<file path="config.mk">
export PLATFORM = sky130hd
export DESIGN_NAME = fau_ram
export DESIGN_NICKNAME = d
export VERILOG_FILES = /design/src/rtl/core/fau_ram.sv
export SDC_FILE = /design/constraint.sdc
export NUM_CORES = 1
export LEC_CHECK = 0
export ABC_CLOCK_PERIOD_IN_PS = 1720
export BUFFER_PORTS_ARGS = -buffer_cell sky130_fd_sc_hd__buf_2
export CORE_ASPECT_RATIO = 1.1
export CORE_UTILIZATION = 50
export CTS_CLUSTER_DIAMETER = 150
export DETAILED_ROUTE_END_ITERATION = 12
export GPL_TIMING_DRIVEN = 0
export PLACE_DENSITY = 0.68
export SYNTH_ARGS = -nofsm -noshare
export SYNTH_HDL_FRONTEND = slang
export SYNTH_SLANG_ARGS = --single-unit
</file>
<file path="constraint.sdc">
create_clock -name clk -period 1.72 [get_ports clk]
set_input_delay 0.086 -clock clk [delete_from_list [all_inputs] [get_ports clk]]
set_output_delay 0.086 -clock clk [all_outputs]
set_load 0.05 [all_outputs]
</file>
<file path="src/rtl/core/fau_ram.sv">
`timescale 1ns / 1ps

module fau_ram #(
	parameter int WIDTH = 8,
	parameter int DEPTH = 64
) (
	input  logic                     clk,
	input  logic                     we,
	input  logic [$clog2(DEPTH)-1:0] waddr,
	input  logic [WIDTH-1:0]         wdata,
	input  logic                     re,
	input  logic [$clog2(DEPTH)-1:0] raddr,
	output logic [WIDTH-1:0]         rdata
);

	logic [WIDTH-1:0] mem_q [DEPTH];
	logic [WIDTH-1:0] rdata_q;

	always_ff @(posedge clk) begin
		if (we) begin
			mem_q[waddr] <= wdata;
		end
		if (re) begin
			rdata_q <= mem_q[raddr];
		end
	end

	assign rdata = rdata_q;

endmodule

</file>
After elaboration in Yosys (flattened, before gate mapping). Memory sizes are Yosys's and may differ from the RTL's. A register that Yosys moved wholly into a read port is not among the register bits. Cells that the tools add are included. W data, S select, Z words.

Register bits after elaboration: 0. Memory bits (writable): 512. Bits of input ports: 23. Output and inout port bits: 8. Word-level logic and storage cells: 3. Memories: 1.

Memories: mem_q (words 64, width 8, read ports 1, clocked after Yosys merged registers in 1, wr ports 1, RTL line 16) `logic [WIDTH-1:0] mem_q [DEPTH];`.

Muxes and demuxes: 2.

Operators by type and width (number): $mux W1 (2).

Depth between registers and ports, before layout.
Word-level depth: 2. Depth in mapped cells: 9. Gate-level depth less buffers: 5.

Worst setup path before layout. No wires, ideal clock.

Path type: input -> register. Start point: input port raddr[1]. End point: register rdata_q[3] (netlist: rdata[3]), read port of mem_q (data pin). Library setup time: 0.266 ns. Arrival time: 1.626 ns. Data required time: 1.454 ns. Path slack: -0.172 ns. Stages on the path: 7. Path buffers: 3. Cells stage by stage: buf_4 > buf_2 > buf_2 > mux4_2 > mux4_2 > o21ai_1 > o41ai_1.

RTL lines: start: declaration (RTL line 12) `input logic [$clog2(DEPTH)-1:0] raddr,`; end: declaration (RTL line 17) `logic [WIDTH-1:0] rdata_q;`.

==> Implementation_results.wiki <==
{| class="wikitable"
! Metric !! Value
|-
| Status || complete, but fails checks
|-
| Violations in the final reports || negative setup slack
|-
| Clock tree from TritonCTS || built
|-
| Count of port buffers added during placement || 22
|-
| Most frequent cell after synthesis || sky130_fd_sc_hd__edfxtp_1
|-
| Crit path cell chain || mux4_2 -> mux4_2 -> nor2_2 -> nor3_1 -> o2bb2ai_2
|-
| Maximum buffer depth of the clock tree || 3
|-
| Crit start category || flip-flop
|-
| Pin count of the biggest net entering global routing || 65
|-
| Core ar. || 39600 µm²
|-
| Clock slew at reported path FFs || 0.06 ns
|-
| Sw Pwr || 5.57 mW
|-
| Post-synthesis async set-or-reset flop share || 0
|-
| Ys Warns || 0
|-
| Flop pwr share || 0.538
|-
| Number of placed I/O pins || 31
|-
| Sequential cell area fraction in the yosys report || 0.771
|-
| Min cycle time layout || 2.10 ns
|-
| Highest ir drop seen on vdd || 0.000825 V
|-
| Period utilization || 1.22
|-
| Count of flip-flops with a built-in enable after synthesis || 520
|-
| Die outline height || 213 µm
|-
| Highest cell delay on the worst timing path || 0.53 ns
|-
| Arrival time reported for the critical path endpoint || 2.40 ns
|-
| Post-route clock skew || 0.0135 ns
|-
| Crit Path Category || flip-flop to flip-flop
|-
| Syn_nets || 963
|-
| Cell row count || 76
|-
| Least-Margin Pin Slew || 1.26 ns
|-
| Number of clock sinks seen by CTS || 520
|-
| Critical Path RT || 2.02 ns
|-
| Yosys reg bits || 520
|-
| Total power draw || 26.2 mW
|-
| Unrepaired setup endpoints after global routing || yes
|-
| Die width || 194 µm
|-
| Worst hold margin || 0.203 ns
|-
| GRT Residual Overflow || 0
|-
| Number of antenna violations at the first check in global routing || 3
|-
| Clock share of power || 0.404
|-
| Pre-CTS setup slack || -1.01 ns
|-
| Root buffer selected by CTS || sky130_fd_sc_hd__clkbuf_16
|-
| Total standard cell area after synthesis || 20200 µm²
|-
| Routed len/inst || 30.6 µm
|-
| Slew Viols, Final || 0
|-
| Clock latency on the worst-skew pair || 0.58 ns
|-
| Total CTS buffers || 50
|-
| Post-layout net count || 1039
|-
| Largest area contributor in the netlist || sky130_fd_sc_hd__edfxtp_1
|-
| H-tree lvl count || 2
|-
| Area of the die || 41300 µm²
|-
| Final critical-path setup slack || -0.381 ns
|-
| Library cells used by synthesis || 39
|-
| Portion of synthesized cell area occupied by the leading cell type || 0.771
|-
| Number of maximum-capacitance violations || 0
|-
| DRT iter0 DRCs || 1094
|-
| Most used standard cells in the synthesized netlist || sky130_fd_sc_hd__edfxtp_1, sky130_fd_sc_hd__mux4_2, sky130_fd_sc_hd__nor2_1
|-
| Critical Path Slowest Stage Cell || sky130_fd_sc_hd__mux4_2
|-
| Vias per std cell || 6.35
|-
| Rel. slew slack || 0.158
|-
| Comb pwr share || 0.058
|-
| Most used flip-flop cell after synthesis || sky130_fd_sc_hd__edfxtp_1
|-
| Leakage power figure || 7.08 nW
|-
| Largest fanout on the critical path || 1
|-
| Count of antenna-violating nets left after detailed routing || 0
|-
| Share of post-route cells with drive strength above 1 || 0.325
|-
| Count of TritonRoute iterations in the first routing pass || 8
|-
| Tightest Hold Check Type || input port to flip-flop
|-
| Internal Dissipation || 20.6 mW
|-
| Mapped Cells || 940
|-
| Area Overhead vs Synth || 13.4%
|-
| Detailed Route WL || 47900 µm
|-
| Avg Inst Size Synth || 21.5 µm²
|-
| Vias in the first global route || 10100
|-
| Final setup violation count || 157
|-
| Effective utilization at floorplan || 0.512
|-
| All-layer global routing usage || 0.239
|-
| F_max || 476 MHz
|-
| Critical path's most frequent cell || sky130_fd_sc_hd__mux4_2
|-
| Routability congestion estimate || 0.873
|-
| Type of destination of the critical path || flip-flop
|-
| Final hold viol count || 0
|-
| Synth top area cells || sky130_fd_sc_hd__edfxtp_1, sky130_fd_sc_hd__mux4_2, sky130_fd_sc_hd__nor2_1
|-
| First-pass GRT wire length || 69300 µm
|-
| Power Density || 1140 nW/µm²
|-
| DRC errors left || 0
|-
| Detail Placement HPWL || 30100 µm
|-
| Number of vias in the routed layout || 9933
|-
| Switching share of power || 0.213
|-
| Final Util || 0.581
|}
[logic make-up after synthesis]
logic type / after synthesis / synth area share
flip-flops: 520 / 0.771
AND/OR/NAND/NOR: 153 / 0.0337
AO/OA/AOI/OAI: 54 / 0.0206
multiplexers: 162 / 0.159
buffers and inverters: 51 / 0.0156
[critical path: cells and delay by family (launching register included)]
kind	cells	cell delay [ns]
AND/OR/NAND/NOR	2	0.22
multiplexers	2	1.03
flip-flops	1	0.39
AO/OA/AOI/OAI	1	0.19
[power groups by stage]
stage	logic, mW	clock network, mW	registers [mW]
floorplan	0.778	0	14.4
global placement	1.42	0	14.4
detailed placement	1.46	0	14.4
CTS	1.51	10.7	14.1
global route	1.60	11.2	14.1
finish	1.53	10.6	14.1
[layout make-up]
type / count / area [µm²]
diodes: 3 / 7.51
plain buffers: 51 / 390
clock buffers: 63 / 1320
clock inverters: 27 / 231
fillers: 2851 / 16600
multi-input cells: 369 / 4640
flip-flops and latches: 520 / 15600
well taps: 507 / 634
repair buffers: 24 / 130
[path summary, 6_finish.rpt]
path / end / slack, ns / from / cells after the start
max reg2reg: rdata[0]$_DFFE_PP_ / -0.38 / mem_q[0][0]$_DFFE_PP_ / 5
max: rdata[0]$_DFFE_PP_ / -0.38 / mem_q[0][0]$_DFFE_PP_ / 5
min: mem_q[49][2]$_DFFE_PP_ / 0.20 / waddr[0] / 3
min reg2reg: rdata[3]$_DFFE_PP_ / 1.03 / mem_q[46][3]$_DFFE_PP_ / 5
[metal layers]
metal  routed length (µm)  vias to the layer above  track usage
met1                18600                     5283        0.315
li1                     -                     4084            -
met3                 3780                      101       0.0475
met2                24000                      465        0.400
met4                 1460                        0       0.0917
met5                    0                        -            0
[registers in the layout, indices dropped and copies added (netlist names)]
register / cells
rdata: 8
mem_q: 512
[stage by stage]
stage	cells	setup TNS, ns	area [µm²]
2_1_floorplan	940	-0.351	20400
3_3_place_gp	1469	-223.25	21100
3_5_place_dp	1469	-269.44	21100
4_1_cts	1561	-4.69	22800
5_1_grt	1562	-7.06	23000
6_report	1564	-11.81	23000
[repair_timing]
action                                  4_1_cts  5_1_grt
resized for setup                            45       45
setup buffers                                 0        0
endpoints found under the hold margin        10        0
hold buffers                                  2        0
endpoints found under the setup margin      162      229
pin swaps                                     2        2
[cell usage in the layout, fill, tap and decap left out, types with 3 or more instances in the layout]
cell type                   count
sky130_fd_sc_hd__o2bb2ai_2      3
sky130_fd_sc_hd__clkbuf_2       4
sky130_fd_sc_hd__clkinv_1       8
sky130_fd_sc_hd__nor2_1        31
sky130_fd_sc_hd__a21oi_1        3
sky130_fd_sc_hd__clkbuf_16     51
sky130_fd_sc_hd__diode_2        3
sky130_fd_sc_hd__mux2_2        11
sky130_fd_sc_hd__nand2b_1       7
sky130_fd_sc_hd__nand3_2        3
sky130_fd_sc_hd__nand3b_1       3
sky130_fd_sc_hd__mux2i_1       23
sky130_fd_sc_hd__buf_4          9
sky130_fd_sc_hd__o2111ai_1      3
sky130_fd_sc_hd__a221oi_1       4
sky130_fd_sc_hd__buf_6          7
sky130_fd_sc_hd__nand2_1       18
sky130_fd_sc_hd__nor2_2        46
sky130_fd_sc_hd__a211oi_1       4
sky130_fd_sc_hd__buf_12         5
sky130_fd_sc_hd__clkinv_2      13
sky130_fd_sc_hd__mux4_2       126
sky130_fd_sc_hd__a22oi_1        3
sky130_fd_sc_hd__clkbuf_1      25
sky130_fd_sc_hd__o221ai_1       7
sky130_fd_sc_hd__buf_2         31
sky130_fd_sc_hd__nor2b_1       14
sky130_fd_sc_hd__bufinv_16      4
sky130_fd_sc_hd__o22ai_1        7
sky130_fd_sc_hd__edfxtp_1     520
sky130_fd_sc_hd__nand3_1       10
sky130_fd_sc_hd__nor2_4         6
sky130_fd_sc_hd__nor3_2         3
Power figures use the tool's default switching activity.
