## src/rtl/core/fau_pkg.sv

```systemverilog
`timescale 1ns / 1ps

package fau_pkg;

	localparam int NEURONS  = 64;
	localparam int FEATURES = 1024;
	localparam int LANE_W   = $clog2(NEURONS);
	localparam int FEAT_W   = 10;
	localparam int WADDR_W  = FEAT_W + LANE_W;
	localparam int WGT_W    = 8;
	localparam int ACC_W    = 16;
	localparam int OP_W     = 3;

	typedef enum logic [OP_W-1:0] {
		OP_LOAD_WEIGHT    = 3'd0,
		OP_LOAD_BIAS      = 3'd1,
		OP_SET_ENTRY      = 3'd2,
		OP_START_BIAS     = 3'd3,
		OP_ADD_FEATURE    = 3'd4,
		OP_REMOVE_FEATURE = 3'd5,
		OP_READ_OUT       = 3'd6
	} op_t;

	typedef enum logic [1:0] {
		ROW_START,
		ROW_ADD,
		ROW_SUB,
		ROW_READ
	} row_op_t;

	typedef enum logic {
		ST_IDLE,
		ST_RUN
	} state_t;

	typedef struct packed {
		logic [OP_W-1:0]         operation;
		logic [FEAT_W-1:0]       feature_index;
		logic [LANE_W-1:0]       neuron_index;
		logic signed [WGT_W-1:0] weight_value;
		logic signed [ACC_W-1:0] word_value;
	} cmd_word_t;

	typedef struct packed {
		logic [LANE_W-1:0]       lane_index;
		logic signed [ACC_W-1:0] accumulator_value;
		logic                    last_lane;
	} res_word_t;

	typedef struct packed {
		logic              valid;
		row_op_t           op;
		logic [LANE_W-1:0] lane;
		logic              last;
	} issue_t;

	typedef struct packed {
		logic               we_weight;
		logic               we_bias;
		logic               we_acc;
		logic [WADDR_W-1:0] weight_addr;
		logic [LANE_W-1:0]  lane;
		logic [WGT_W-1:0]   weight;
		logic [ACC_W-1:0]   word;
	} cmd_wr_t;

endpackage

```

## src/rtl/core/fau_cmd_if.sv

```systemverilog
`timescale 1ns / 1ps

interface fau_cmd_if;
	import fau_pkg::*;

	logic      valid;
	logic      ready;
	cmd_word_t data;

	modport source (output valid, output data, input ready);
	modport sink (input valid, input data, output ready);
endinterface

```

## src/rtl/core/fau_seq.sv

```systemverilog
`timescale 1ns / 1ps

module fau_seq (
	input  logic             clk,
	input  logic             arst_n,
	fau_cmd_if.sink          cmd,
	input  logic             stall,
	input  logic             busy,
	output fau_pkg::issue_t  issue,
	output fau_pkg::cmd_wr_t wr,
	output logic [fau_pkg::WADDR_W-1:0] weight_raddr
);
	import fau_pkg::*;

	state_t            state_q, state_d;
	row_op_t           op_q, op_d;
	logic [FEAT_W-1:0] feature_q, feature_d;
	logic [LANE_W-1:0] lane_q, lane_d;
	logic              accept;
	logic              feature_ok;
	logic              lane_ok;
	logic              last;

	assign cmd.ready  = (state_q == ST_IDLE) && !busy;
	assign accept     = cmd.valid && cmd.ready;
	assign feature_ok = {1'b0, cmd.data.feature_index} < (FEAT_W + 1)'(FEATURES);
	assign lane_ok    = {1'b0, cmd.data.neuron_index} < (LANE_W + 1)'(NEURONS);
	assign last       = lane_q == LANE_W'(NEURONS - 1);

	always_ff @(posedge clk or negedge arst_n) begin
		if (!arst_n) begin
			state_q <= ST_IDLE;
			lane_q  <= '0;
		end else begin
			state_q <= state_d;
			lane_q  <= lane_d;
		end
	end

	always_ff @(posedge clk) begin
		op_q      <= op_d;
		feature_q <= feature_d;
	end

	always_comb begin
		state_d     = state_q;
		op_d        = op_q;
		feature_d   = feature_q;
		lane_d      = lane_q;
		issue.valid = 1'b0;
		issue.op    = op_q;
		issue.lane  = lane_q;
		issue.last  = last;
		wr.we_weight   = 1'b0;
		wr.we_bias     = 1'b0;
		wr.we_acc      = 1'b0;
		wr.weight_addr = {cmd.data.feature_index, cmd.data.neuron_index};
		wr.lane        = cmd.data.neuron_index;
		wr.weight      = cmd.data.weight_value;
		wr.word        = cmd.data.word_value;
		unique case (state_q)
			ST_IDLE: begin
				if (accept) begin
					feature_d = cmd.data.feature_index;
					lane_d    = '0;
					unique case (cmd.data.operation)
						OP_LOAD_WEIGHT: begin
							wr.we_weight = feature_ok && lane_ok;
						end
						OP_LOAD_BIAS: begin
							wr.we_bias = lane_ok;
						end
						OP_SET_ENTRY: begin
							wr.we_acc = lane_ok;
						end
						OP_START_BIAS: begin
							op_d    = ROW_START;
							state_d = ST_RUN;
						end
						OP_ADD_FEATURE: begin
							op_d = ROW_ADD;
							if (feature_ok) begin
								state_d = ST_RUN;
							end
						end
						OP_REMOVE_FEATURE: begin
							op_d = ROW_SUB;
							if (feature_ok) begin
								state_d = ST_RUN;
							end
						end
						OP_READ_OUT: begin
							op_d    = ROW_READ;
							state_d = ST_RUN;
						end
						default: begin
						end
					endcase
				end
			end
			ST_RUN: begin
				if (!stall) begin
					issue.valid = 1'b1;
					lane_d      = lane_q + 1'b1;
					if (last) begin
						state_d = ST_IDLE;
					end
				end
			end
			default: begin
				state_d = ST_IDLE;
			end
		endcase
	end

	assign weight_raddr = {feature_q, lane_q};

	assert property (@(posedge clk) disable iff (!arst_n)
		issue.valid && issue.last |=> state_q == ST_IDLE)
		else $error("Sequencer did not return to idle after the final lane.");

	assert property (@(posedge clk) disable iff (!arst_n)
		accept && cmd.data.operation == OP_READ_OUT |=> state_q == ST_RUN && lane_q == '0)
		else $error("Read out did not start at lane zero.");

endmodule

```

## src/flat_wrapper.sv

```systemverilog
// flat-port wrapper written by rule: the top's interface ports become plain ports
module fau_seq_flat import fau_pkg::*;
  (clk, arst_n, stall, busy, issue, wr, weight_raddr, cmd_valid, cmd_data, cmd_ready);
  fau_cmd_if cmd_i ();
  input  logic clk;
  input  logic arst_n;
  input  logic stall;
  input  logic busy;
  output fau_pkg::issue_t issue;
  output fau_pkg::cmd_wr_t wr;
  output logic [fau_pkg::WADDR_W-1:0] weight_raddr;
  input wire logic [$bits(cmd_i.valid)-1:0] cmd_valid;
  input wire logic [$bits(cmd_i.data)-1:0] cmd_data;
  output wire logic [$bits(cmd_i.ready)-1:0] cmd_ready;
  assign cmd_i.valid = cmd_valid;
  assign cmd_i.data = cmd_data;
  assign cmd_ready = cmd_i.ready;
  fau_seq u_core (.clk(clk), .arst_n(arst_n), .cmd(cmd_i), .stall(stall), .busy(busy), .issue(issue), .wr(wr), .weight_raddr(weight_raddr));
endmodule
```

## config.mk

```make
export PLATFORM = sky130hd
export DESIGN_NAME = fau_seq_flat
export DESIGN_NICKNAME = d
export VERILOG_FILES = /design/src/rtl/core/fau_pkg.sv /design/src/rtl/core/fau_cmd_if.sv /design/src/rtl/core/fau_seq.sv /design/src/flat_wrapper.sv
export SDC_FILE = /design/constraint.sdc
export NUM_CORES = 1
export LEC_CHECK = 0
export BUFFER_PORTS_ARGS = -buffer_cell sky130_fd_sc_hd__clkbuf_2
export CAP_MARGIN = 10
export CORE_MARGIN = 2
export CORE_UTILIZATION = 35
export CTS_CLUSTER_SIZE = 12
export DETAILED_ROUTE_END_ITERATION = 6
export GPL_ROUTABILITY_DRIVEN = 0
export PLACE_DENSITY = 0.8
export RECOVER_POWER = 100
export SETUP_SLACK_MARGIN = 0.5
export SKIP_CTS_REPAIR_TIMING = 1
export SYNTH_ARGS = -nofsm -noshare
export SYNTH_HDL_FRONTEND = slang
export SYNTH_SLANG_ARGS = --single-unit
```

## constraint.sdc

```tcl
create_clock -name clk -period 1.99 [get_ports clk]
set_input_delay 0.199 -clock clk [delete_from_list [all_inputs] [get_ports clk]]
set_output_delay 0.199 -clock clk [all_outputs]
set_load 0.01 [all_outputs]
```

-- After elaboration in Yosys (flattened, before gate mapping)
Cells that the tools add are included.
- word-level logic and storage cells: 40
- output and inout bits: 76
- flip-flop bits (word level): 19
- $add $sub $neg: 1
- reduce and logical (&&, ||, !) cells: 9
- multiplexer cells: 16
- bitwise operators: 1
- equality and inequality tests: 9
- operator list (kind ; count):
    6-bit 2-to-1 mux ; 2
    6-bit one-hot mux with 2 select lines ; 1
    3-bit == test, second input constant ; 3
    1-bit 2-to-1 mux ; 9
    2-bit one-hot mux with 4 select lines ; 1
    6-bit by 1-bit adder with 6-bit output, second input constant ; 1
    3-bit by 2-bit == test with 1-bit output, second input constant ; 2
    6-bit == test, second input constant ; 1
    3-bit 2-to-1 mux ; 2
    2-bit AND reduction ; 2
    4-bit nonzero test ; 1
    4-bit OR reduction ; 1
    3-bit by 1-bit == test with 1-bit output, second input constant ; 1
    3-bit zero test ; 1
    3-bit AND reduction ; 1
    1-bit logical AND ; 2
    2-bit by 1-bit inequality test with 1-bit output, second input constant ; 1
    2-bit inequality test, second input constant ; 1
    1-bit one-hot mux with 2 select lines ; 1
    1-bit zero test ; 1
    1-bit NOT ; 1

-- Depth between registers and ports, before layout
- word-level depth: 5
- mapped depth: 4

-- Least setup slack after synthesis
OpenSTA, ideal clock, no wires.
- path kind: register -> output
- from: register u_core.state_q
- to: output port wr[48] (netlist name)
- arrival: 1.363 ns
- cell stages (with the launch flop): 4
- buffers on the path: 1
- setup slack: 0.428 ns
- path through: dfrtp_1 -> or3b_1 -> buf_4 -> nor4_1
- RTL lines (element ; line ; RTL):
    start: declaration ; fau_seq.sv:15 ; state_t state_q, state_d;
    start signal: assignment ; fau_seq.sv:35 ; state_q <= state_d;
    end: declaration ; flat_wrapper.sv:10 ; output fau_pkg::cmd_wr_t wr;

==> results.sh <==
export IMPL_status="finished clean"
export IMPL_seq_power_share_pct=49.1
export IMPL_avgSynthCellArea_um2=10.7
export IMPL_layoutNonFillerInstCount=175
export IMPL_cts_buffers=3
export IMPL_nFillCells=367
export IMPL_die_h_um=62.6
export IMPL_die_width_um=62.6
export IMPL_io_pin_count=124
export IMPL_p_switching_uw=443
export IMPL_antenna_found_initial=0
export IMPL_utilization_pct=36.9
export IMPL_layout_common_cells="clkbuf_1, edfxtp_1, clkbuf_2, nand3_1, buf_4"
export IMPL_yosysWarnings=0
export IMPL_tightestPinTransition_ps=418
export IMPL_row_count=21
export IMPL_arrival_ps=1600
export IMPL_tritoncts="done"
export IMPL_via_per_inst=4.54
export IMPL_fin_nets=179
export IMPL_crit_required_ps=1790
export IMPL_pwr_share_clk_pct=15.3
export IMPL_netlist_instances=112
export IMPL_total_power_uw=1200
export IMPL_ys_flop_type="edfxtp_1"
export IMPL_cp_end_kind="primary output"
export IMPL_period_share_pct=90.4
export IMPL_area_growth_pct=1.66
export IMPL_maxSlewHeadroom_pct=72.2
export IMPL_clock_skew_ps=2.35
export IMPL_seq_area_um2=539
export IMPL_syn_num_nets=161
export IMPL_ys_ff_latch=19
export IMPL_initialDrtViolationCount=29
export IMPL_rsz0062_at_grt="yes"
export IMPL_drcViolationCount=0
export IMPL_min_path_type="in -> reg"
export IMPL_yosysSeqAreaShare_pct=44.5
export IMPL_core_area_um2=3310
export IMPL_clkSlewWorstSetupHoldPaths_ps=100
export IMPL_routedWlPerCell_um=14.4
export IMPL_clock_latency_ps=290
export IMPL_grt_pass1_vias=721
export IMPL_p_sw_share_pct=36.8
export IMPL_min_period_ps=1800
export IMPL_maxCapViolations=0
export IMPL_p_per_area_nw_per_um2=985
export IMPL_drt_wl_total_mm=2.52
export IMPL_hold_viol=0
export IMPL_synth_edff_count=12
export IMPL_maxSlewViolCount=0
export IMPL_final_common_cell="clkbuf_1"
export IMPL_ant_nets=0
export IMPL_gr_usage_all_layers_pct=11.9
export IMPL_start_util_pct=36.3
export IMPL_ys_types=25
export IMPL_place_inst=161
export IMPL_drive_above_1_share_pct=20.9
export IMPL_vias=795
export IMPL_dr_pass1_iters=4
export IMPL_fin_setup_tns_ps=0
export IMPL_cts_path_max_buffers=2
export IMPL_ys_async_sr_fraction_pct=36.8
export IMPL_path_max_fanout=6
export IMPL_clkSinkCount=19
export IMPL_synth_area_um2=1200
export IMPL_finalSetupViolations=0
export IMPL_vdd_drop_max_mv=0.260
export IMPL_clockRootBuffer="clkbuf_4"
export IMPL_grt_overflow=0
export IMPL_multi_input_area_um2=293
export IMPL_port_buffers=57
export IMPL_p_leak_uw=0.000445
export IMPL_grt_pass1_wl_mm=3.62
export IMPL_max_freq_mhz=556
export IMPL_grt_max_degree=13
export IMPL_crit_type="reg -> out"
export IMPL_start_kind="register"
export IMPL_comb_power_share_pct=35.7
export IMPL_ctsHtreeMaxLevel=1
export IMPL_intPower_uw=761
export IMPL_dieArea_um2=3920
export IMPL_antennaDiodeCount=0
## metal layers
metal	routed length, um	track usage (%)
met1	832	11.7
met2	1270	21.2
met3	325	4.32
met4	92	6.94
met5	0	0
## final timing paths
kind                                            end        startpoint  slack, ps  depth (start not counted)
min in group asynchronous          u_core.lane_q[5]            arst_n        350                          2
max in group asynchronous          u_core.lane_q[1]            arst_n       1330                          2
worst min-delay path            u_core.feature_q[1]      cmd_data[31]         90                          1
worst min register to register     u_core.lane_q[1]  u_core.lane_q[1]        580                          2
worst max register to register     u_core.lane_q[5]    u_core.state_q        410                          5
worst max-delay path                         wr[46]    u_core.state_q        190                          3
## registers in the layout (all words and copies together), names as in the netlist
| register | cells |
|---|---|
| u_core.op_q | 2 |
| u_core.lane_q | 6 |
| u_core.state_q | 1 |
| u_core.feature_q | 10 |
## synthesized netlist by cell type, drive strengths merged (2+ instances only)
| cell | number | share of area (%) |
|---|---|---|
| buf | 54 | 34 |
| dfrtp | 7 | 15 |
| edfxtp | 12 | 30 |
| inv | 3 | 0.94 |
| nand2 | 4 | 1.2 |
| nand3 | 7 | 2.9 |
| nor2 | 4 | 1.2 |
| nor4b | 2 | 3.2 |
| o211ai | 2 | 1.2 |
| o21ai | 2 | 0.83 |
| o31ai | 2 | 1.2 |
| xor2 | 2 | 1.5 |
## critical path, cell delays in order (launching register included)
cell and delay (ps):
dfrtp_2 440, or3b_4 460, nor4b_4 230, clkbuf_1 180
## per-stage QoR
stage / hold WS [ps] / cell area, um2 / setup slack [ps]
final: 94.6 / 1220 / 192
after global routing: 90.5 / 1220 / 124
after CTS: -276 / 1180 / 50.6
after detailed placement: 49.3 / 1160 / 392
after global placement: 44.4 / 1160 / 422
after floorplan: -96.6 / 1220 / 521
## power groups by stage
stage	Sequential [uW]	Combinational, uW	Clock, uW
after floorplan	599	322	0
after global placement	591	360	0
after detailed placement	594	367	0
after CTS	586	368	195
after global routing	606	483	204
final	591	429	184
## layout make-up
class	count	area share [%]
repair buffers	67	23.5
multi-input cells	36	24.0
inverters	3	1.54
flip-flops and latches	19	44.1
clock buffers	4	2.15
well taps	46	4.71
## kinds of logic (layout without fill, tap and decap cells)
| group | after synthesis | count (layout) | share of synthesized area (%) |
|---|---|---|---|
| AND/OR/NAND/NOR | 25 | 25 | 13.5 |
| XOR/XNOR | 3 | 3 | 2.19 |
| flip-flops | 19 | 19 | 44.5 |
| buffers and inverters | 57 | 74 | 34.7 |
| adder cells (fa/ha/maj) | 1 | 1 | 1.04 |
| AO/OA/AOI/OAI | 7 | 7 | 4.06 |
(Power assumes the default switching activity.)
