### config.mk
export PLATFORM = sky130hd
export DESIGN_NAME = fau_lane_upd_flat
export DESIGN_NICKNAME = d
export VERILOG_FILES = /design/src/rtl/core/fau_pkg.sv /design/src/rtl/core/fau_res_if.sv /design/src/rtl/core/fau_lane_upd.sv /design/src/flat_wrapper.sv
export SDC_FILE = /design/constraint.sdc
export NUM_CORES = 1
export LEC_CHECK = 0
export ABC_AREA = 1
export BUFFER_PORTS_ARGS = -buffer_cell sky130_fd_sc_hd__buf_4
export CORE_ASPECT_RATIO = 0.6
export CORE_MARGIN = 4
export CORE_UTILIZATION = 61
export DETAILED_ROUTE_END_ITERATION = 8
export PLACE_DENSITY_LB_ADDON = 0.05
export REMOVE_ABC_BUFFERS = 1
export SETUP_SLACK_MARGIN = 0.4
export SLEW_MARGIN = 20
export SYNTH_ARGS = -nofsm -noshare
export SYNTH_HDL_FRONTEND = slang
export SYNTH_SLANG_ARGS = --single-unit
export TNS_END_PERCENT = 10
### constraint.sdc
create_clock -name clk -period 8.65 [get_ports clk]
set_clock_uncertainty 0.1 [all_clocks]
set_input_delay 1.73 -clock clk [delete_from_list [all_inputs] [get_ports clk]]
set_output_delay 1.73 -clock clk [all_outputs]
set_load 0.01 [all_outputs]
### src/rtl/core/fau_pkg.sv
`timescale 1ns / 1ps

package fau_pkg;

	localparam int NEURONS  = 64;
	localparam int FEATURES = 1024;
	localparam int LANE_W   = $clog2(NEURONS);
	localparam int FEAT_W   = 10;
	localparam int WADDR_W  = FEAT_W + LANE_W;
	localparam int WGT_W    = 8;
	localparam int ACC_W    = 16;
	localparam int OP_W     = 3;

	typedef enum logic [OP_W-1:0] {
		OP_LOAD_WEIGHT    = 3'd0,
		OP_LOAD_BIAS      = 3'd1,
		OP_SET_ENTRY      = 3'd2,
		OP_START_BIAS     = 3'd3,
		OP_ADD_FEATURE    = 3'd4,
		OP_REMOVE_FEATURE = 3'd5,
		OP_READ_OUT       = 3'd6
	} op_t;

	typedef enum logic [1:0] {
		ROW_START,
		ROW_ADD,
		ROW_SUB,
		ROW_READ
	} row_op_t;

	typedef enum logic {
		ST_IDLE,
		ST_RUN
	} state_t;

	typedef struct packed {
		logic [OP_W-1:0]         operation;
		logic [FEAT_W-1:0]       feature_index;
		logic [LANE_W-1:0]       neuron_index;
		logic signed [WGT_W-1:0] weight_value;
		logic signed [ACC_W-1:0] word_value;
	} cmd_word_t;

	typedef struct packed {
		logic [LANE_W-1:0]       lane_index;
		logic signed [ACC_W-1:0] accumulator_value;
		logic                    last_lane;
	} res_word_t;

	typedef struct packed {
		logic              valid;
		row_op_t           op;
		logic [LANE_W-1:0] lane;
		logic              last;
	} issue_t;

	typedef struct packed {
		logic               we_weight;
		logic               we_bias;
		logic               we_acc;
		logic [WADDR_W-1:0] weight_addr;
		logic [LANE_W-1:0]  lane;
		logic [WGT_W-1:0]   weight;
		logic [ACC_W-1:0]   word;
	} cmd_wr_t;

endpackage

### src/rtl/core/fau_res_if.sv
`timescale 1ns / 1ps

interface fau_res_if;
	import fau_pkg::*;

	logic      valid;
	logic      ready;
	res_word_t data;

	modport source (output valid, output data, input ready);
	modport sink (input valid, input data, output ready);
endinterface

### src/rtl/core/fau_lane_upd.sv
`timescale 1ns / 1ps

module fau_lane_upd (
	input  logic                        clk,
	input  logic                        arst_n,
	input  fau_pkg::issue_t             issue,
	input  fau_pkg::cmd_wr_t            wr,
	input  logic [fau_pkg::WGT_W-1:0]   weight_rdata,
	input  logic [fau_pkg::ACC_W-1:0]   acc_rdata,
	input  logic [fau_pkg::ACC_W-1:0]   bias_rdata,
	fau_res_if.source                   result,
	output logic                        acc_we,
	output logic [fau_pkg::LANE_W-1:0]  acc_waddr,
	output logic [fau_pkg::ACC_W-1:0]   acc_wdata,
	output logic                        stall,
	output logic                        busy
);
	import fau_pkg::*;

	logic              valid_s2;
	row_op_t           op_s2;
	logic [LANE_W-1:0] lane_s2;
	logic              last_s2;
	logic [NEURONS-1:0] bias_valid_q;
	logic [NEURONS-1:0] acc_valid_q;
	logic              out_valid_q;
	res_word_t         out_data_q;
	logic [ACC_W-1:0]  acc_cur;
	logic [ACC_W-1:0]  bias_cur;
	logic [ACC_W-1:0]  weight_ext;
	logic              emit;

	assign stall = valid_s2 && (op_s2 == ROW_READ) && out_valid_q && !result.ready;
	assign busy  = valid_s2;
	assign emit  = valid_s2 && (op_s2 == ROW_READ) && !stall;

	assign acc_cur    = acc_valid_q[lane_s2] ? acc_rdata : '0;
	assign bias_cur   = bias_valid_q[lane_s2] ? bias_rdata : '0;
	assign weight_ext = {{(ACC_W - WGT_W){weight_rdata[WGT_W-1]}}, weight_rdata};

	always_comb begin
		acc_we    = valid_s2 && (op_s2 != ROW_READ);
		acc_waddr = lane_s2;
		unique case (op_s2)
			ROW_START: acc_wdata = bias_cur;
			ROW_ADD:   acc_wdata = acc_cur + weight_ext;
			ROW_SUB:   acc_wdata = acc_cur - weight_ext;
			ROW_READ:  acc_wdata = acc_cur;
			default:   acc_wdata = acc_cur;
		endcase
	end

	always_ff @(posedge clk or negedge arst_n) begin
		if (!arst_n) begin
			valid_s2     <= 1'b0;
			out_valid_q  <= 1'b0;
			bias_valid_q <= '0;
			acc_valid_q  <= '0;
		end else begin
			if (!stall) begin
				valid_s2 <= issue.valid;
			end
			if (emit) begin
				out_valid_q <= 1'b1;
			end else if (result.ready) begin
				out_valid_q <= 1'b0;
			end
			if (wr.we_bias) begin
				bias_valid_q[wr.lane] <= 1'b1;
			end
			if (wr.we_acc) begin
				acc_valid_q[wr.lane] <= 1'b1;
			end
			if (acc_we) begin
				acc_valid_q[lane_s2] <= 1'b1;
			end
		end
	end

	always_ff @(posedge clk) begin
		if (!stall && issue.valid) begin
			op_s2   <= issue.op;
			lane_s2 <= issue.lane;
			last_s2 <= issue.last;
		end
		if (emit) begin
			out_data_q.lane_index        <= lane_s2;
			out_data_q.accumulator_value <= acc_cur;
			out_data_q.last_lane         <= last_s2;
		end
	end

	assign result.valid = out_valid_q;
	assign result.data  = out_data_q;

	assert property (@(posedge clk) disable iff (!arst_n)
		!(acc_we && wr.we_acc))
		else $error("Accumulator written by a command and a lane update at once.");

	assert property (@(posedge clk) disable iff (!arst_n)
		stall |-> !issue.valid)
		else $error("Lane issued while the read out stage is stalled.");

	assert property (@(posedge clk) disable iff (!arst_n)
		result.valid && result.data.last_lane |-> result.data.lane_index == LANE_W'(NEURONS - 1))
		else $error("Last lane flag on a lane other than the final one.");

endmodule

### src/flat_wrapper.sv
// flat-port wrapper written by rule: the top's interface ports become plain ports
module fau_lane_upd_flat import fau_pkg::*;
  (clk, arst_n, issue, wr, weight_rdata, acc_rdata, bias_rdata, acc_we, acc_waddr, acc_wdata, stall, busy, result_valid, result_data, result_ready);
  fau_res_if result_i ();
  input  logic clk;
  input  logic arst_n;
  input  fau_pkg::issue_t issue;
  input  fau_pkg::cmd_wr_t wr;
  input  logic [fau_pkg::WGT_W-1:0] weight_rdata;
  input  logic [fau_pkg::ACC_W-1:0] acc_rdata;
  input  logic [fau_pkg::ACC_W-1:0] bias_rdata;
  output logic acc_we;
  output logic [fau_pkg::LANE_W-1:0] acc_waddr;
  output logic [fau_pkg::ACC_W-1:0] acc_wdata;
  output logic stall;
  output logic busy;
  output wire logic [$bits(result_i.valid)-1:0] result_valid;
  output wire logic [$bits(result_i.data)-1:0] result_data;
  input wire logic [$bits(result_i.ready)-1:0] result_ready;
  assign result_valid = result_i.valid;
  assign result_data = result_i.data;
  assign result_i.ready = result_ready;
  fau_lane_upd u_core (.clk(clk), .arst_n(arst_n), .issue(issue), .wr(wr), .weight_rdata(weight_rdata), .acc_rdata(acc_rdata), .bias_rdata(bias_rdata), .result(result_i), .acc_we(acc_we), .acc_waddr(acc_waddr), .acc_wdata(acc_wdata), .stall(stall), .busy(busy));
endmodule
# After elaboration in Yosys (flattened, before gate mapping)

Cells that the tools add are included.

Register bits: 162
Input port bits: 102
Output and inout bits: 49
Logic and storage cells: 50

Add/subtract/negate cells: 2
Magnitude comparators: 4
Equal/unequal tests: 4
Multiplexer cells: 15
Bitwise operators: 3
Reductions and logical operators: 12

Operators with widths:

| operator                                                   | number |
|---|---|
| bitwise OR 64 bit                                          | 3 |
| 2-to-1 mux 64 bit                                          | 2 |
| case mux 16 bit (4 select lines)                           | 1 |
| 2-to-1 mux 16 bit                                          | 2 |
| adder 16 bit                                               | 1 |
| subtractor 16 bit                                          | 1 |
| less-than comparator 6 x 7 -> 1 bit, second input constant | 2 |
| binary-select mux 1 bit (select 6 bit)                     | 2 |
| demux 1 bit (select 6 bit)                                 | 2 |
| >= comparator 6 x 1 -> 1 bit, second input constant        | 2 |
| logical AND 1 bit                                          | 8 |
| 2-to-1 mux 1 bit                                           | 6 |
| equality test 2 bit, second input constant                 | 2 |
| equality test 2 x 1 -> 1 bit, second input constant        | 1 |
| zero test 1 bit                                            | 2 |
| zero test 2 bit                                            | 1 |
| inequality test 2 bit, second input constant               | 1 |
| nonzero test 2 bit                                         | 1 |

# Depth between registers and ports, before layout

Depth after elaboration: 8
Depth in mapped cells: 29
Gate-level depth less buffers: 28

# Worst setup path before layout

OpenSTA, ideal clock, no wires.

Path kind: input-to-output
Start: in weight_rdata[1] (netlist bit)
End: out acc_wdata[14] (netlist bit)
Data arrival time: 3.940 ns
Required time: 6.820 ns
Path slack: 2.880 ns
Stages on the path: 15
Buffers on the path: 0
Cell sequence: nor3_1 -> nand4_1 -> ha_1 -> nand2_1 -> nand2_1 -> ha_1 -> a21oi_1 -> o21ai_0 -> a211oi_1 -> o21ai_0 -> or2_2 -> nand3_1 -> nand2_1 -> nand2_1 -> nand2_1

Word-level cells in the longest chain between the ends: 2
Elaborated cells on any way between the ends: 3
Classes of those cells: 2 x add/sub; 1 x mux

RTL lines:

| item                                              | RTL line                               | text |
|---|---|---|
| start: declaration                                | flat_wrapper.sv:9                      | `input logic [fau_pkg::WGT_W-1:0] weight_rdata;` |
| subtractor 16 bit or adder 16 bit (tied branches) | fau_lane_upd.sv:47, fau_lane_upd.sv:46 |  |
| case mux 16 bit (4 select lines) *                | fau_lane_upd.sv:44                     | `unique case (op_s2)` |
| end: declaration                                  | flat_wrapper.sv:14                     | `output logic [fau_pkg::ACC_W-1:0] acc_wdata;` |

Every way passes the cells marked *; elsewhere a longest branch is shown, timed or not.

# Worst setup path in the final report

Start: reg u_core.lane_s2[1] (netlist: u_core.acc_waddr[1])
End: out acc_wdata[14] (netlist bit)

Word-level cells in the longest chain between the ends: 5
Elaborated cells on any way between the ends: 9
Classes of those cells: 2 x add/sub; 7 x mux

RTL lines:

| item                                              | RTL line                               | text |
|---|---|---|
| start: declaration                                | fau_lane_upd.sv:22                     | `logic [LANE_W-1:0] lane_s2;` |
| start signal: assignment                          | fau_lane_upd.sv:83                     | `lane_s2 <= issue.lane;` |
| binary-select mux 1 bit (select 6 bit) *          | fau_lane_upd.sv:37                     | `assign acc_cur = acc_valid_q[lane_s2] ? acc_rdata : '0;` |
| 2-to-1 mux 1 bit (not written as such) *          | fau_lane_upd.sv:37                     |  |
| 2-to-1 mux 16 bit *                               | fau_lane_upd.sv:37                     |  |
| net u_core.acc_cur[2]                             | fau_lane_upd.sv:28                     | `logic [ACC_W-1:0] acc_cur;` |
| subtractor 16 bit or adder 16 bit (tied branches) | fau_lane_upd.sv:47, fau_lane_upd.sv:46 |  |
| case mux 16 bit (4 select lines) *                | fau_lane_upd.sv:44                     |  |

The timed path passes the listed nets; every way through them passes the cells marked *. The select of a mux whose other input is x is not followed.

==> metrics <==
hold buffers post-CTS=0; Reg2Reg Setup Slack=5.26 ns; Final Routed Wirelength=28,900 µm; combinational share of power=19.6%; simple-gate portion of the synthesized area=23.2%; count of nets after finishing=1,365; Mean Syn Cell Area=7.89 µm²; sw frac=30.8%; stage delay of the slowest cell on the critical path=0.84 ns; crit path setup slack, layout=1.35 ns; clock sink count=162; number of detailed-routing iterations run before antenna repair=6; M1 GR Usage=50.9%; Worst setup EP type=output pin; area of the core=14,500 µm²; detailed-placement wirelength estimate=19,900 µm; total vias in the final route=8,549; Pint=1.37 mW; clock-pin slew of the registers on the worst-case setup and hold paths=0.07 ns; adder and majority gate portion of the synthesized area=3.15%; number of global-route vias before repair=7,949; global-route met2 utilization=47.7%; Synth-to-Final Area Change=17.3%; post-synthesis compound-gate area fraction=16.0%; final clock period utilization by the worst path=84.4%; overall power of the completed layout=1.99 mW; Async SR Flop Fraction=80.2%; achievable frequency=137 MHz; DRC violations left=0; effective utilization at floorplan=62.0%; number of violations of the max-capacitance limit=0; Hold Vio Cnt, Final=0; number of setup buffers added after CTS=0; most used cell, CP=sky130_fd_sc_hd__nand2_1; per-cell via count in the routed design=5.89; clock tree buffer depth=2; count of flip-flops with a built-in enable after synthesis=32; library cell contributing the largest single delay on the critical path=sky130_fd_sc_hd__edfxtp_1; number of unique standard cell types used by synthesis=40; area enclosed by the die boundary=16,800 µm²; gp weighted congestion=0.966; buffer cell driving the clock tree root=sky130_fd_sc_hd__clkbuf_16; post-synthesis instance area=8970 µm²; largest net degree at the start of global routing=81; TritonCTS clock tree=built; Skew-Pair Late Insertion Delay=0.43 ns; sum of negative setup slack=0 ns; number of buffers inserted during clock tree synthesis=17; # resized after CTS=0; proportion of synthesized chip area in sequential cells=47.0%; combined global-route utilization of all metal layers=35.3%; Req. time, crit path=6.82 ns; dominant combinational cell family by area after synthesis=simple AND/OR/NAND/NOR gates; IO Count=151; crit path DAT=5.47 ns; area share of xor/xnor cells in the synthesized design=0.781%; Top FF cell, synth=sky130_fd_sc_hd__dfrtp_1; pin slew with the least headroom to its limit=1.08 ns; die width=165 µm; wire length of the first global-routing pass=44,400 µm; final number of setup-violating endpoints=0; Setup Crit Path Kind=flop to output pin; count of port buffers added during placement=109; run status=finished, final reports clean; Max IR drop VDD=0.174 mV; Worst Hold Class=flop to flop; critical path's top delay family=simple AND/OR/NAND/NOR gates; post-placement worst setup slack=2.08 ns; initial antenna violation count=0; met3 track demand over resource=15.6%; H-tree level count=4; headroom to the max-slew limit=27.8%; multiplexer share of the synthesized area=0%; number of standard-cell rows in the floorplan=34; number of inserted diodes=0; fraction of final layout cells with drive strength greater than 1=14.9%; number of warnings printed during yosys synthesis=0; minimum hold slack=0.330 ns; power dissipated by switching net loads=612 µW; Final Critical Period=7.30 ns; Die Ht=102 µm; fin. max-slew vios=0; share of power burned in registers=42.4%; Final Core Density=72.8%; average detailed-routed wire length per instance=19.9 µm; remaining antenna violation count after routing=0; leakage dissipation=5.09 nW; most utilized layer in the global route result=met1; GRT overflow=0; category of the worst setup path launch point=flop; number of buffers and inverters on the critical path=3; PwrDens=189 nW/µm²; sequence of cells on the critical path=inv_2, nor2_1, nand3_1, nand2_1, o21ai_1, nand2_1, nor2_1, nand2_2, inv_2, nor2_1, ha_1, nand3_1, nand2_1, nand2_1, nand2_1, a21oi_1, o21ai_0, or2_2, nand3_1, nand2_1, nand2_1, nand2_1, buf_4; starting DRC count in detailed routing=1,164; flops & latches, synth=162; critical path fanouts, max=14; cell count after synthesis=1,137; RSZ-0062 raised after global routing=false; Clock power frac=38.0%
[layout make-up]
cell class              count  area, µm²
clock buffers              19        454
clock inverters            12        120
flip-flops and latches    162       4210
multi-input cells         751       3880
fillers                  1170       3940
well taps                 198        248
inverters                 190        713
repair buffers            119        897
[per-layer routing]
| layer | part of all wire [%] | vias to the layer above |
|---|---|---|
| met5 | 0.097 | - |
| met4 | 2.8 | 2 |
| met3 | 16 | 75 |
| met2 | 39 | 596 |
| met1 | 42 | 3944 |
| li1 | - | 3932 |
[flip-flops by register name (all words and copies together) (netlist names)]
signal and cells:
u_core.acc_valid_q 64, u_core.acc_waddr 6, u_core.bias_valid_q 64, u_core.busy 1, u_core.last_s2 1, u_core.op_s2 2, u_core.result.data 23, u_core.result.valid 1
[worst paths after layout]
check                      cells past startpoint                      to                start
setup / recovery                              23           acc_wdata[14]  u_core.acc_waddr[1]
min in group asynchronous                      1  u_core.acc_valid_q[56]               arst_n
max in group asynchronous                      2  u_core.acc_valid_q[45]               arst_n
hold / removal                                 0   u_core.result.data[0]       u_core.last_s2
setup reg to reg                               9   u_core.result.data[3]  u_core.acc_waddr[1]
hold reg to reg                                0   u_core.result.data[0]       u_core.last_s2
[through the flow]
step,area [µm²],instances
floorplan,8790,1103
global placement,9950,1420
detailed placement,9950,1420
CTS,10500,1451
global route,10500,1451
finish,10500,1451
[power groups by stage]
stage | logic [mW] | clock network (mW) | registers (mW)
floorplan | 0.221 | 0 | 0.850
global route | 0.429 | 0.787 | 0.844
finish | 0.390 | 0.754 | 0.842
global placement | 0.374 | 0 | 0.852
CTS | 0.382 | 0.755 | 0.839
detailed placement | 0.379 | 0 | 0.853
[synth_stat cells, types with 2 or more instances]
cell type                    n  area (µm²)
sky130_fd_sc_hd__o221ai_1   35         307
sky130_fd_sc_hd__nor2_1     75         282
sky130_fd_sc_hd__nand4_1    11        68.8
sky130_fd_sc_hd__nand2_2     3        18.8
sky130_fd_sc_hd__o21ai_0    70         350
sky130_fd_sc_hd__ha_1       21         263
sky130_fd_sc_hd__o21ai_1    12        60.1
sky130_fd_sc_hd__a31oi_1    15        93.8
sky130_fd_sc_hd__or2_2       2        12.5
sky130_fd_sc_hd__buf_2       9        45.0
sky130_fd_sc_hd__edfxtp_1   32         961
sky130_fd_sc_hd__a31o_2     11        96.3
sky130_fd_sc_hd__nor3_2      2        20.0
sky130_fd_sc_hd__nor2_2      2        12.5
sky130_fd_sc_hd__dfrtp_1   130        3250
sky130_fd_sc_hd__nand2_1   316        1190
sky130_fd_sc_hd__nor3_1     24         120
sky130_fd_sc_hd__a21o_1      2        15.0
sky130_fd_sc_hd__clkbuf_1   19        71.3
sky130_fd_sc_hd__xor2_1      7        61.3
sky130_fd_sc_hd__nand3_1    45         225
sky130_fd_sc_hd__o22ai_1    14        87.6
sky130_fd_sc_hd__inv_1     184         691
sky130_fd_sc_hd__a22oi_1     7        52.6
sky130_fd_sc_hd__nor2_4     10         113
sky130_fd_sc_hd__or2_1       2        12.5
sky130_fd_sc_hd__a21oi_1    38         190
sky130_fd_sc_hd__buf_6       3        33.8
sky130_fd_sc_hd__inv_2       4        15.0
sky130_fd_sc_hd__clkinv_1    2        7.51
sky130_fd_sc_hd__o21bai_1   21         158
[cells in the final DEF, fill, tap and decap left out, types with 2 or more instances in the layout]
cell type                   instances
sky130_fd_sc_hd__nand3_1           45
sky130_fd_sc_hd__nor2_4            10
sky130_fd_sc_hd__nor3_1            21
sky130_fd_sc_hd__or2_1              2
sky130_fd_sc_hd__nand2_1          316
sky130_fd_sc_hd__o21ai_1           12
sky130_fd_sc_hd__a31oi_1           15
sky130_fd_sc_hd__inv_2              4
sky130_fd_sc_hd__nor3_2             5
sky130_fd_sc_hd__o21ai_0           70
sky130_fd_sc_hd__buf_4            118
sky130_fd_sc_hd__inv_4              2
sky130_fd_sc_hd__o21bai_1          21
sky130_fd_sc_hd__inv_1            184
sky130_fd_sc_hd__or2_2              2
sky130_fd_sc_hd__dfrtp_1          130
sky130_fd_sc_hd__a21oi_1           38
sky130_fd_sc_hd__nor2_2             3
sky130_fd_sc_hd__nor2_1            74
sky130_fd_sc_hd__clkbuf_16         18
sky130_fd_sc_hd__a22oi_1            7
sky130_fd_sc_hd__nand2_2            3
sky130_fd_sc_hd__a21o_1             2
sky130_fd_sc_hd__inv_6              4
sky130_fd_sc_hd__edfxtp_1          32
sky130_fd_sc_hd__clkinv_4           4
sky130_fd_sc_hd__nand4_1           11
sky130_fd_sc_hd__a31o_2            11
sky130_fd_sc_hd__ha_1              21
sky130_fd_sc_hd__clkinv_1           2
sky130_fd_sc_hd__o22ai_1           14
sky130_fd_sc_hd__o221ai_1          35
sky130_fd_sc_hd__xor2_1             7
[cells by family (layout without fill, tap and decap cells)]
logic type | Yosys count | in the layout
and+or+nand+nor | 493 | 493
AOI/OAI and AO/OA | 228 | 228
buffers and inverters | 224 | 340
DFF | 162 | 162
adders and majority gates | 22 | 22
xor gates and xnor gates | 8 | 8
Note: power is estimated with default switching activity, not from simulation.
